`config.mk`:
```
export PLATFORM = sky130hd
export DESIGN_NAME = block_true_peak_limiter
export DESIGN_NICKNAME = d
export VERILOG_FILES = /design/src/rtl/tpl_pkg.sv /design/src/rtl/tpl_div.sv /design/src/rtl/tpl_datapath.sv /design/src/rtl/tpl_ctrl.sv /design/src/rtl/block_true_peak_limiter.sv
export SDC_FILE = /design/constraint.sdc
export NUM_CORES = 2
export LEC_CHECK = 0
export BUFFER_PORTS_ARGS = -buffer_cell sky130_fd_sc_hd__buf_4
export CELL_PAD_IN_SITES_DETAIL_PLACEMENT = 0
export CELL_PAD_IN_SITES_GLOBAL_PLACEMENT = 1
export CORE_MARGIN = 3
export CORE_UTILIZATION = 44
export DETAILED_ROUTE_END_ITERATION = 10
export PLACE_DENSITY_LB_ADDON = 0.25
export SLEW_MARGIN = 10
export SYNTH_ARGS = -nofsm -noshare
export SYNTH_HDL_FRONTEND = slang
export SYNTH_SLANG_ARGS = --single-unit
```
`constraint.sdc`:
```
create_clock -name clk_i -period 14.6 [get_ports clk_i]
set_clock_uncertainty 0.2 [all_clocks]
set_input_delay 1.46 -clock clk_i [delete_from_list [all_inputs] [get_ports clk_i]]
set_output_delay 1.46 -clock clk_i [all_outputs]
set_load 0.03 [all_outputs]
```
`src/rtl/tpl_pkg.sv`:
```
// ----------------------------------------------------------------------------
// tpl_pkg: shared types and constants of the true-peak limiter
// Holds sizes, payload structs, controller/datapath command and status
// groups, register map codes and the controller state encoding.
// ----------------------------------------------------------------------------
package tpl_pkg;

  localparam int BLOCK_SAMPLES = 64;
  localparam int MAX_CHANNELS  = 8;
  localparam int SAMPLE_W      = 24;

  localparam int BUF_AW    = $clog2(BLOCK_SAMPLES);
  localparam int FILL_W    = $clog2(BLOCK_SAMPLES + 1);
  localparam int CH_W      = $clog2(MAX_CHANNELS);
  localparam int GAIN_W    = 17;
  localparam int CNT_W     = 4;
  localparam int REC_W     = 24;
  localparam int REC_PW    = (GAIN_W - 1) + REC_W;
  localparam int PROD_W    = (SAMPLE_W + 1) + (GAIN_W + 1);
  localparam int DIV_STEPS = 16;
  localparam int DIV_CW    = $clog2(DIV_STEPS);
  localparam int PAD_W     = 4;
  localparam int DATA_W    = 32;

  localparam logic [GAIN_W-1:0] UNITY = GAIN_W'(65536);

  // Register map (word index within the APB window)
  localparam logic [1:0] REG_CEILING  = 2'd0;
  localparam logic [1:0] REG_CHANNELS = 2'd1;
  localparam logic [1:0] REG_RECOVERY = 2'd2;

  typedef struct packed {
    logic signed [SAMPLE_W-1:0] sample_in;
    logic                       block_end;
  } tpl_item_t;

  typedef struct packed {
    logic signed [SAMPLE_W-1:0] sample_out;
    logic [GAIN_W-1:0]          block_gain;
    logic                       last_out;
  } tpl_result_t;

  typedef struct packed {
    logic [GAIN_W-1:0] ceiling_gain;
    logic [CNT_W-1:0]  channel_count;
    logic [REC_W-1:0]  recovery_factor;
  } tpl_cfg_t;

  typedef struct packed {
    logic load;
    logic peak;
    logic div_start;
    logic req_load;
    logic gain;
    logic emit;
    logic scale_mul;
    logic scale_wr;
    logic close;
  } tpl_cmd_t;

  typedef struct packed {
    logic block_done;
    logic div_done;
    logic emit_last;
    logic pipe_empty;
    logic scale_last;
  } tpl_stat_t;

  typedef enum logic [3:0] {
    ST_IDLE,
    ST_PEAK,
    ST_DIV_GO,
    ST_DIV_WAIT,
    ST_GAIN,
    ST_EMIT,
    ST_DRAIN,
    ST_SCALE_MUL,
    ST_SCALE_WR
  } tpl_state_e;

endpackage

```
`src/rtl/tpl_div.sv`:
```
// ----------------------------------------------------------------------------
// tpl_div: restoring divider for the required gain
// Computes (dividend_i << 16) / divisor_i, one quotient bit per cycle.
// The quotient is valid when done_o pulses.
// ----------------------------------------------------------------------------
module tpl_div (
  input  logic                          clk_i,
  input  logic                          rst_ni,
  input  logic                          start_i,
  input  logic [tpl_pkg::SAMPLE_W-2:0]  dividend_i,
  input  logic [tpl_pkg::SAMPLE_W-1:0]  divisor_i,
  output logic                          done_o,
  output logic [tpl_pkg::DIV_STEPS-1:0] quot_o
);

  logic                          run_q, run_d;
  logic                          done_q, done_d;
  logic [tpl_pkg::DIV_CW-1:0]    cnt_q, cnt_d;
  logic [tpl_pkg::SAMPLE_W-1:0]  rem_q, rem_d;
  logic [tpl_pkg::DIV_STEPS-1:0] quot_q, quot_d;
  logic [tpl_pkg::SAMPLE_W:0]    trial;
  logic                          fits;

  assign trial = {rem_q, 1'b0};
  assign fits  = trial >= {1'b0, divisor_i};

  always_comb begin
    run_d  = run_q;
    done_d = 1'b0;
    cnt_d  = cnt_q;
    rem_d  = rem_q;
    quot_d = quot_q;
    if (start_i) begin
      run_d  = 1'b1;
      cnt_d  = '0;
      rem_d  = {1'b0, dividend_i};
      quot_d = '0;
    end else if (run_q) begin
      // shift in a zero dividend bit, subtract when the divisor fits
      rem_d  = fits ? tpl_pkg::SAMPLE_W'(trial - {1'b0, divisor_i})
                    : trial[tpl_pkg::SAMPLE_W-1:0];
      quot_d = {quot_q[tpl_pkg::DIV_STEPS-2:0], fits};
      cnt_d  = cnt_q + 1'b1;
      if (cnt_q == tpl_pkg::DIV_CW'(tpl_pkg::DIV_STEPS - 1)) begin
        run_d  = 1'b0;
        done_d = 1'b1;
      end
    end
  end

  always_ff @(posedge clk_i or negedge rst_ni) begin
    if (!rst_ni) begin
      run_q  <= 1'b0;
      done_q <= 1'b0;
      cnt_q  <= '0;
    end else begin
      run_q  <= run_d;
      done_q <= done_d;
      cnt_q  <= cnt_d;
    end
  end

  always_ff @(posedge clk_i) begin
    rem_q  <= rem_d;
    quot_q <= quot_d;
  end

  assign done_o = done_q;
  assign quot_o = quot_q;

endmodule

```
`src/rtl/tpl_datapath.sv`:
```
// ----------------------------------------------------------------------------
// tpl_datapath: sample buffer, peak tracker, gain logic and scaler
// Executes the controller's commands and reports status back; drives the
// result strobe and payload from its output register.
// ----------------------------------------------------------------------------
module tpl_datapath (
  input  logic                  clk_i,
  input  logic                  rst_ni,
  input  tpl_pkg::tpl_cfg_t     cfg_i,
  input  tpl_pkg::tpl_item_t    item_i,
  input  tpl_pkg::tpl_cmd_t     cmd_i,
  output tpl_pkg::tpl_stat_t    stat_o,
  output tpl_pkg::tpl_result_t  result_o,
  output logic                  result_valid_o
);

  localparam int SW = tpl_pkg::SAMPLE_W;
  localparam int NW = SW + 3;
  localparam int GW = tpl_pkg::GAIN_W;
  localparam int CS = SW - 2 - 16;

  function automatic logic [NW-2:0] mag(input logic signed [NW-1:0] v);
    logic [NW-1:0] a;
    a = v[NW-1] ? NW'(-v) : NW'(v);
    return a[NW-2:0];
  endfunction

  // storage
  logic signed [SW-1:0] buf_mem [tpl_pkg::BLOCK_SAMPLES];
  logic signed [SW-1:0] prev_q [tpl_pkg::MAX_CHANNELS];

  logic [tpl_pkg::FILL_W-1:0] fill_q;
  logic [tpl_pkg::CH_W-1:0]   ch_q;
  logic                       pv_q;
  logic [SW-1:0]              peak_q;
  logic [GW-1:0]              applied_q;
  logic signed [SW-1:0]       x_q, p_q;
  logic                       pvs_q, end_q;
  logic [GW-1:0]              req_q, gain_q;
  logic [tpl_pkg::REC_PW-1:0] rec_prod_q;
  logic [tpl_pkg::BUF_AW-1:0] rd_cnt_q;
  logic signed [SW-1:0]       rd_data_q;
  logic                       v1_q, l1_q, v2_q, l2_q;
  logic signed [tpl_pkg::PROD_W-1:0] prod_q;
  logic [tpl_pkg::CH_W-1:0]   sc_q;
  tpl_pkg::tpl_result_t       result_q;
  logic                       result_valid_q;

  // channel selection
  logic [tpl_pkg::CNT_W-1:0] cnt_eff, ch_nxt;
  logic [tpl_pkg::CH_W-1:0]  ch_cur;
  logic                      wrap;

  always_comb begin
    if (cfg_i.channel_count == '0) begin
      cnt_eff = tpl_pkg::CNT_W'(1);
    end else if (cfg_i.channel_count > tpl_pkg::CNT_W'(tpl_pkg::MAX_CHANNELS)) begin
      cnt_eff = tpl_pkg::CNT_W'(tpl_pkg::MAX_CHANNELS);
    end else begin
      cnt_eff = cfg_i.channel_count;
    end
  end

  assign ch_cur = ({1'b0, ch_q} < cnt_eff) ? ch_q : '0;
  assign ch_nxt = {1'b0, ch_cur} + 1'b1;
  assign wrap   = ch_nxt >= cnt_eff;

  // peak candidates: |x| and the three quarter-step interpolations
  logic signed [NW-1:0] p_ext, x_ext, n1, n2, n3;
  logic [SW-1:0]        m0, m1, m2, m3, mx_a, mx_b, mx;

  assign p_ext = NW'(p_q);
  assign x_ext = NW'(x_q);
  assign n1    = (p_ext <<< 1) + p_ext + x_ext;
  assign n2    = (p_ext + x_ext) <<< 1;
  assign n3    = p_ext + (x_ext <<< 1) + x_ext;

  always_comb begin
    logic [NW-2:0] a0, a1, a2, a3;
    a0   = mag(x_ext);
    a1   = mag(n1);
    a2   = mag(n2);
    a3   = mag(n3);
    m0   = a0[SW-1:0];
    m1   = pvs_q ? a1[NW-2:2] : '0;
    m2   = pvs_q ? a2[NW-2:2] : '0;
    m3   = pvs_q ? a3[NW-2:2] : '0;
    mx_a = (m0 > m1) ? m0 : m1;
    mx_b = (m2 > m3) ? m2 : m3;
    mx   = (mx_a > mx_b) ? mx_a : mx_b;
  end

  // required gain
  logic [GW-1:0]                  ceil_eff;
  logic                           peak_small;
  logic                           div_done;
  logic [tpl_pkg::DIV_STEPS-1:0]  quot;

  assign ceil_eff   = (cfg_i.ceiling_gain > tpl_pkg::UNITY) ? tpl_pkg::UNITY
                                                            : cfg_i.ceiling_gain;
  assign peak_small = peak_q <= {1'b0, ceil_eff, CS'(0)};

  tpl_div u_div (
    .clk_i      (clk_i),
    .rst_ni     (rst_ni),
    .start_i    (cmd_i.div_start),
    .dividend_i ({ceil_eff, CS'(0)}),
    .divisor_i  (peak_q),
    .done_o     (div_done),
    .quot_o     (quot)
  );

  // recovery bound and final gain
  logic [GW-1:0] rec_lim, rec, gain_d;

  always_comb begin
    rec_lim = (rec_prod_q[tpl_pkg::REC_PW-1:16] > tpl_pkg::REC_W'(tpl_pkg::UNITY))
            ? tpl_pkg::UNITY : rec_prod_q[16 +: GW];
    rec     = applied_q[GW-1] ? applied_q : rec_lim;
    if (req_q >= applied_q) begin
      gain_d = (req_q < rec) ? req_q : rec;
    end else begin
      gain_d = req_q;
    end
  end

  // shared scaler: product, then truncate toward zero
  logic signed [SW-1:0]             mul_a;
  logic signed [tpl_pkg::PROD_W-1:0] rnd;
  logic signed [SW-1:0]             scaled;

  assign mul_a  = cmd_i.scale_mul ? prev_q[0] : rd_data_q;
  assign rnd    = prod_q + (prod_q[tpl_pkg::PROD_W-1] ? tpl_pkg::PROD_W'(65535)
                                                      : tpl_pkg::PROD_W'(0));
  assign scaled = rnd[16 +: SW];

  // control state
  always_ff @(posedge clk_i or negedge rst_ni) begin
    if (!rst_ni) begin
      fill_q         <= '0;
      ch_q           <= '0;
      pv_q           <= 1'b0;
      peak_q         <= '0;
      applied_q      <= tpl_pkg::UNITY;
      for (int i = 0; i < tpl_pkg::MAX_CHANNELS; i++) prev_q[i] <= '0;
      rd_cnt_q       <= '0;
      sc_q           <= '0;
      v1_q           <= 1'b0;
      v2_q           <= 1'b0;
      result_valid_q <= 1'b0;
    end else begin
      v1_q           <= cmd_i.emit;
      v2_q           <= v1_q;
      result_valid_q <= v2_q;
      if (cmd_i.load) begin
        fill_q         <= fill_q + 1'b1;
        prev_q[ch_cur] <= item_i.sample_in;
        ch_q           <= wrap ? '0 : ch_nxt[tpl_pkg::CH_W-1:0];
        if (wrap) pv_q <= 1'b1;
      end
      if (cmd_i.peak && (mx > peak_q)) peak_q <= mx;
      if (cmd_i.gain) rd_cnt_q <= '0;
      if (cmd_i.emit) rd_cnt_q <= rd_cnt_q + 1'b1;
      if (cmd_i.scale_wr) begin
        // rotate the history so every entry passes the scaler once
        for (int i = 0; i < tpl_pkg::MAX_CHANNELS - 1; i++) prev_q[i] <= prev_q[i+1];
        prev_q[tpl_pkg::MAX_CHANNELS-1] <= scaled;
        sc_q <= sc_q + 1'b1;
      end
      if (cmd_i.close) begin
        fill_q    <= '0;
        ch_q      <= '0;
        pv_q      <= 1'b1;
        peak_q    <= '0;
        applied_q <= gain_q;
      end
    end
  end

  // payload registers
  always_ff @(posedge clk_i) begin
    if (cmd_i.load) begin
      buf_mem[fill_q[tpl_pkg::BUF_AW-1:0]] <= item_i.sample_in;
      x_q   <= item_i.sample_in;
      p_q   <= prev_q[ch_cur];
      pvs_q <= pv_q;
      end_q <= item_i.block_end;
    end
    if (cmd_i.emit) begin
      rd_data_q <= buf_mem[rd_cnt_q];
      l1_q      <= stat_o.emit_last;
    end
    if (cmd_i.div_start) begin
      rec_prod_q <= tpl_pkg::REC_PW'(applied_q[GW-2:0])
                  * tpl_pkg::REC_PW'(cfg_i.recovery_factor);
    end
    if (cmd_i.req_load)  req_q <= peak_small ? tpl_pkg::UNITY : {1'b0, quot};
    if (cmd_i.gain)      gain_q <= gain_d;
    if (v1_q || cmd_i.scale_mul) begin
      prod_q <= tpl_pkg::PROD_W'(mul_a) * tpl_pkg::PROD_W'($signed({1'b0, gain_q}));
    end
    l2_q <= l1_q;
    if (v2_q) begin
      result_q.sample_out <= scaled;
      result_q.block_gain <= gain_q;
      result_q.last_out   <= l2_q;
    end
  end

  assign stat_o.block_done = end_q || (fill_q == tpl_pkg::FILL_W'(tpl_pkg::BLOCK_SAMPLES));
  assign stat_o.div_done   = div_done;
  assign stat_o.emit_last  = ({1'b0, rd_cnt_q} == (fill_q - 1'b1));
  assign stat_o.pipe_empty = !v1_q && !v2_q;
  assign stat_o.scale_last = sc_q == tpl_pkg::CH_W'(tpl_pkg::MAX_CHANNELS - 1);

  assign result_o       = result_q;
  assign result_valid_o = result_valid_q;

endmodule

```
`src/rtl/tpl_ctrl.sv`:
```
// ----------------------------------------------------------------------------
// tpl_ctrl: sequencer of the true-peak limiter
// Steps through load, peak update, gain computation, emission and
// history scaling by issuing commands to the datapath.
// ----------------------------------------------------------------------------
module tpl_ctrl (
  input  logic               clk_i,
  input  logic               rst_ni,
  input  logic               start_i,
  input  tpl_pkg::tpl_stat_t stat_i,
  output tpl_pkg::tpl_cmd_t  cmd_o,
  output logic               busy_o
);

  tpl_pkg::tpl_state_e state_q, state_d;

  always_ff @(posedge clk_i or negedge rst_ni) begin
    if (!rst_ni) begin
      state_q <= tpl_pkg::ST_IDLE;
    end else begin
      state_q <= state_d;
    end
  end

  always_comb begin
    state_d = state_q;
    cmd_o   = '0;
    busy_o  = 1'b1;
    unique case (state_q)
      tpl_pkg::ST_IDLE: begin
        busy_o = 1'b0;
        if (start_i) begin
          cmd_o.load = 1'b1;
          state_d    = tpl_pkg::ST_PEAK;
        end
      end
      tpl_pkg::ST_PEAK: begin
        cmd_o.peak = 1'b1;
        state_d    = stat_i.block_done ? tpl_pkg::ST_DIV_GO : tpl_pkg::ST_IDLE;
      end
      tpl_pkg::ST_DIV_GO: begin
        cmd_o.div_start = 1'b1;
        state_d         = tpl_pkg::ST_DIV_WAIT;
      end
      tpl_pkg::ST_DIV_WAIT: begin
        if (stat_i.div_done) begin
          cmd_o.req_load = 1'b1;
          state_d        = tpl_pkg::ST_GAIN;
        end
      end
      tpl_pkg::ST_GAIN: begin
        cmd_o.gain = 1'b1;
        state_d    = tpl_pkg::ST_EMIT;
      end
      tpl_pkg::ST_EMIT: begin
        cmd_o.emit = 1'b1;
        if (stat_i.emit_last) state_d = tpl_pkg::ST_DRAIN;
      end
      tpl_pkg::ST_DRAIN: begin
        if (stat_i.pipe_empty) state_d = tpl_pkg::ST_SCALE_MUL;
      end
      tpl_pkg::ST_SCALE_MUL: begin
        cmd_o.scale_mul = 1'b1;
        state_d         = tpl_pkg::ST_SCALE_WR;
      end
      tpl_pkg::ST_SCALE_WR: begin
        cmd_o.scale_wr = 1'b1;
        if (stat_i.scale_last) begin
          cmd_o.close = 1'b1;
          state_d     = tpl_pkg::ST_IDLE;
        end else begin
          state_d = tpl_pkg::ST_SCALE_MUL;
        end
      end
      default: begin
        state_d = tpl_pkg::ST_IDLE;
      end
    endcase
  end

endmodule

```
`src/rtl/block_true_peak_limiter.sv`:
```
// ----------------------------------------------------------------------------
// block_true_peak_limiter: block-based true-peak limiter
// Buffers interleaved Q1.22 samples, tracks a quarter-step true-peak
// estimate and emits each block scaled by a single limited gain.
// ----------------------------------------------------------------------------
// Loading: a sample is accepted, then the peak is updated; busy drops after
//   unless the block is complete. Block end: divider start, serial divide,
//   request load and gain step, then one issue per sample through the read,
//   product and output registers; history scaling then passes all 8 entries.
// Reset: config registers take defaults, applied gain unity, the block is empty; the
//   receiver cannot stall, each result strobes result_valid_o for one cycle.
module block_true_peak_limiter (
  input  logic                              clk_i,
  input  logic                              rst_ni,
  // configuration
  input  logic                              psel,
  input  logic                              penable,
  input  logic                              pwrite,
  input  logic [tpl_pkg::PAD_W-1:0]         paddr,
  input  logic [tpl_pkg::DATA_W-1:0]        pwdata,
  output logic [tpl_pkg::DATA_W-1:0]        prdata,
  output logic                              pready,
  // sample input
  input  logic                              start,
  output logic                              busy,
  input  tpl_pkg::tpl_item_t                item_i,
  // results
  output tpl_pkg::tpl_result_t              result_o,
  output logic                              result_valid_o
);

  // --------------------------------------------------------------------------
  // Configuration registers: written on the APB access phase, read anytime.
  // --------------------------------------------------------------------------
  logic [tpl_pkg::GAIN_W-1:0] ceiling_q;
  logic [tpl_pkg::CNT_W-1:0]  channels_q;
  logic [tpl_pkg::REC_W-1:0]  recovery_q;
  logic                       wr_en;
  logic [1:0]                 reg_idx;

  assign pready  = 1'b1;
  assign wr_en   = psel && penable && pwrite;
  assign reg_idx = paddr[3:2];

  always_ff @(posedge clk_i or negedge rst_ni) begin
    if (!rst_ni) begin
      ceiling_q  <= tpl_pkg::UNITY;
      channels_q <= tpl_pkg::CNT_W'(2);
      recovery_q <= tpl_pkg::REC_W'(165100);
    end else if (wr_en) begin
      unique case (reg_idx)
        tpl_pkg::REG_CEILING:  ceiling_q  <= pwdata[tpl_pkg::GAIN_W-1:0];
        tpl_pkg::REG_CHANNELS: channels_q <= pwdata[tpl_pkg::CNT_W-1:0];
        tpl_pkg::REG_RECOVERY: recovery_q <= pwdata[tpl_pkg::REC_W-1:0];
        default: begin
          // drop writes outside the register map
        end
      endcase
    end
  end

  always_comb begin
    unique case (reg_idx)
      tpl_pkg::REG_CEILING:  prdata = tpl_pkg::DATA_W'(ceiling_q);
      tpl_pkg::REG_CHANNELS: prdata = tpl_pkg::DATA_W'(channels_q);
      tpl_pkg::REG_RECOVERY: prdata = tpl_pkg::DATA_W'(recovery_q);
      default:               prdata = '0;
    endcase
  end

  tpl_pkg::tpl_cfg_t cfg;

  assign cfg.ceiling_gain    = ceiling_q;
  assign cfg.channel_count   = channels_q;
  assign cfg.recovery_factor = recovery_q;

  // --------------------------------------------------------------------------
  // Controller and datapath. A sample transfer happens when start is high
  // while busy is low; the controller holds busy through the peak update and
  // through the whole end-of-block sequence.
  // --------------------------------------------------------------------------
  tpl_pkg::tpl_cmd_t  cmd;
  tpl_pkg::tpl_stat_t stat;

  tpl_ctrl u_ctrl (
    .clk_i   (clk_i),
    .rst_ni  (rst_ni),
    .start_i (start),
    .stat_i  (stat),
    .cmd_o   (cmd),
    .busy_o  (busy)
  );

  tpl_datapath u_datapath (
    .clk_i          (clk_i),
    .rst_ni         (rst_ni),
    .cfg_i          (cfg),
    .item_i         (item_i),
    .cmd_i          (cmd),
    .stat_o         (stat),
    .result_o       (result_o),
    .result_valid_o (result_valid_o)
  );

endmodule
```
==> flow_metrics.py <==
metrics = {
    "drt": {
        "dr_total_vias": 75000,
        "drtIter0Drc": 6618,
        "drtPass1Iterations": 8,
        "drt.antenna.violating_nets": 0,
        "via_per_inst": 5.74,
        "route.detailed.drc": 0,
        "routedWlPerCell_um": 25.5,
        "drt-total-wl_um": 333000,
    },
    "worst_hold_path": {
        "hold_path_class": "reg2reg",
    },
    "setup_path": {
        "worstReg2RegEnd": "u_datapath.peak_q[4]",
        "startpoint": "u_datapath.x_q[8]",
        "crit_slowest_cell": "o31ai_2",
        "rr_worst_depth": 48,
        "crit_path_end": "u_datapath.peak_q[4]",
        "critPathArrivalTime_ns": 13.35,
        "worst_setup_path_end_kind": "flop",
        "worstPathRequired_ns": 15.23,
        "critPathKind": "reg2reg",
        "r2r-start": "u_datapath.x_q[8]",
        "crit_path_frequent_cell": "a21o_1",
        "cpPeakStageDelay_ns": 0.71,
        "critPathLaunchType": "flop",
        "crit_fanout": 24,
        "reg2reg_slack_ns": 1.88,
    },
    "flow_run": {
        "maxCapViolations": 0,
    },
    "outcome": {
        "status": "complete, no violations",
    },
    "timing": {
        "final_hold_viol_count": 0,
        "timing.final.crit_share_pct": 87.1,
        "fmax_ghz": 0.0786,
        "relSlewSlack_pct": 16.4,
        "setup_viol": 0,
        "worstMarginPinSlew_ns": 1.23,
        "setup_tns_ns": 0,
        "min_period_ns": 12.72,
        "slew_viol_final": 0,
        "rsz0062_at_grt": "false",
    },
    "cts": {
        "cts.path.max_buffers": 4,
        "clk_pin_slew_ns": 0.06,
        "clkSinkCount": 2104,
        "ctsHoldBuffers": 0,
        "clkLatencyLatePin_ns": 0.91,
        "post-cts-setup-buffers": 0,
        "cts_resized": 0,
        "cts_made_buffers": 220,
        "htreeDepth": 4,
        "clockRootBuffer": "clkbuf_16",
        "cts_tree": "built",
    },
    "die": {
        "fp.dieW_um": 533,
        "placement_rows": 192,
        "dieHeight_um": 533,
        "ios": 144,
        "fp.dieArea_um2": 284000,
        "core_um2": 275000,
        "start_util_pct": 44.4,
    },
    "synth": {
        "yosysWarnings": 0,
        "synth_cell_types": 100,
        "synth_top_flop_cell": "edfxtp_1",
        "synth-edff-count": 1769,
        "synthArstFlopShare_pct": 14.8,
        "syn_avg_cell_area_um2": 13.3,
        "yosysTopAreaCell": "edfxtp_1",
        "yosysTopAreaCellShare_pct": 43.5,
        "ys_ff_latch": 2104,
        "netlist_area_um2": 122000,
        "yosysSeqAreaShare_pct": 50.2,
        "syn_inst": 9175,
        "synth.area.top_cells": "edfxtp_1 (43%), fa_1 (12%), mux4_2 (9.5%)",
    },
    "global_route": {
        "globalRoute.totalOverflow": 0,
        "grt_pass1_vias": 77900,
        "grt_max_degree": 160,
        "antenna_found_initial": 20,
        "grt_pass1_wl_um": 501000,
        "globalRouteTotalUtil_pct": 23.4,
    },
    "finish": {
        "area_growth_pct": 10.0,
        "seqCellArea_um2": 61400,
        "drive_above_1_share_pct": 14.2,
        "multi_input_area_um2": 55700,
        "fillCellCount": 23700,
        "finalInstanceArea_um2": 134000,
        "nets": 10500,
    },
    "placed_design": {
        "place_area_um2": 128000,
        "io_buffers": 124,
        "dp_hpwl_um": 219000,
        "gp_congestion": 0.868,
    },
}
-- metal layers --
layer  vias up  global-route usage [%]  routed length (um)
met5         -                       0                  86
met4        12                    7.48               11400
met3       482                    3.20               19600
met2      2408                    39.5              163000
met1     39200                    31.4              138000
li1      32800                       -                   -
-- cell type report --
type / instances / share of cell area, %
Sequential cell: 2104 / 45.7
Multi-Input combinational cell: 5646 / 41.5
Clock buffer: 273 / 4.40
Tap cell: 3686 / 3.43
Inverter: 954 / 2.66
Timing Repair Buffer: 282 / 1.62
Clock inverter: 115 / 0.725
Antenna cell: 8 / 0.0149
-- critical path: cells and delay by family (launching register included) --
kind	cells	cell delay (ns)
AOI/OAI and AO/OA	27	5.86
adders and majority gates	5	1.94
and+or+nand+nor	8	1.93
buffers and inverters	6	1.41
DFF	1	0.61
muxes	1	0.42
xor gates and xnor gates	1	0.31
-- kinds of logic after synthesis --
group | Yosys count | share of synthesized area, %
compound gates | 1075 | 6.15
xor+xnor | 229 | 1.64
fa+ha+maj | 1241 | 17.4
buf+inv | 1432 | 4.45
flops | 2104 | 50.2
mux | 698 | 11.0
other cells | 2 | 0.00615
simple gates | 2394 | 9.11
-- cells in the mapped netlist, types with 46 or more instances --
master / instances
a21o_1: 118
a21oi_1: 175
a22oi_1: 213
and2_1: 337
and3_1: 46
buf_1: 63
clkbuf_1: 390
dfrtp_1: 300
edfxtp_1: 1769
fa_1: 756
ha_1: 485
inv_1: 951
mux2_2: 62
mux2i_1: 122
mux4_2: 514
nand2_1: 1197
nand3_1: 113
nand4_1: 64
nor2_1: 311
nor2b_1: 55
nor3_1: 86
o211ai_1: 50
o21ai_0: 174
xnor2_1: 148
xor2_1: 81
-- registers in the layout (all words and copies together) (netlist names), 16 cells and up --
name / count
u_datapath.p_q: 24
u_datapath.gain_q: 17
u_datapath.prod_q: 41
u_datapath.rec_prod_q: 24
u_datapath.result_o: 42
u_datapath.rd_data_q: 24
u_datapath.buf_mem: 1536
u_datapath.u_div.rem_q: 24
ceiling_q: 17
u_datapath.u_div.quot_o: 16
u_datapath.x_q: 24
u_datapath.peak_q: 24
u_datapath.prev_q: 192
recovery_q: 24
u_datapath.applied_q: 17
u_datapath.req_q: 17
-- layout by cell type, fill, tap and decap left out, drive strengths merged, types with 42 or more instances in the layout --
cell    instances
o21a           42
a21oi         176
xnor2         148
o211ai         52
nand2        1197
inv           965
nor3           86
clkbuf        273
a21o          118
mux4          514
nand3         114
nor2b          55
nor2          311
a22oi         213
xor2           81
mux2           62
nand4          67
and2          337
and3           46
fa            756
o21ai         182
dfrtp         300
buf           282
ha            485
mux2i         122
edfxtp       1769
clkinv         84
-- worst min path at each step --
| stage | startpoint | end | depth (start not counted) |
|---|---|---|---|
| final | u_datapath.l1_q | u_datapath.l2_q | 0 |
| after global routing | u_datapath.l1_q | u_datapath.l2_q | 0 |
| after CTS | u_datapath.l1_q | u_datapath.l2_q | 0 |
| after detailed placement | u_datapath.l1_q | u_datapath.l2_q | 0 |
| after global placement | u_datapath.l1_q | u_datapath.l2_q | 0 |
| after floorplan | u_datapath.l1_q | u_datapath.l2_q | 0 |
-- through the flow --
stage	util [%]	setup slack (ns)	cells	hold slack (ns)
after floorplan	-	3.37	9182	0.123
after global placement	46.4	1.76	12700	0.137
after detailed placement	46.4	1.77	12700	0.139
after CTS	48.9	1.79	13100	0.147
after global routing	48.9	0.701	13100	0.167
final	48.9	1.88	13100	0.153
Power is left out: the tool's default activity adds up to more than one toggle a clock period on the data nets, which glitch-free logic cannot reach.
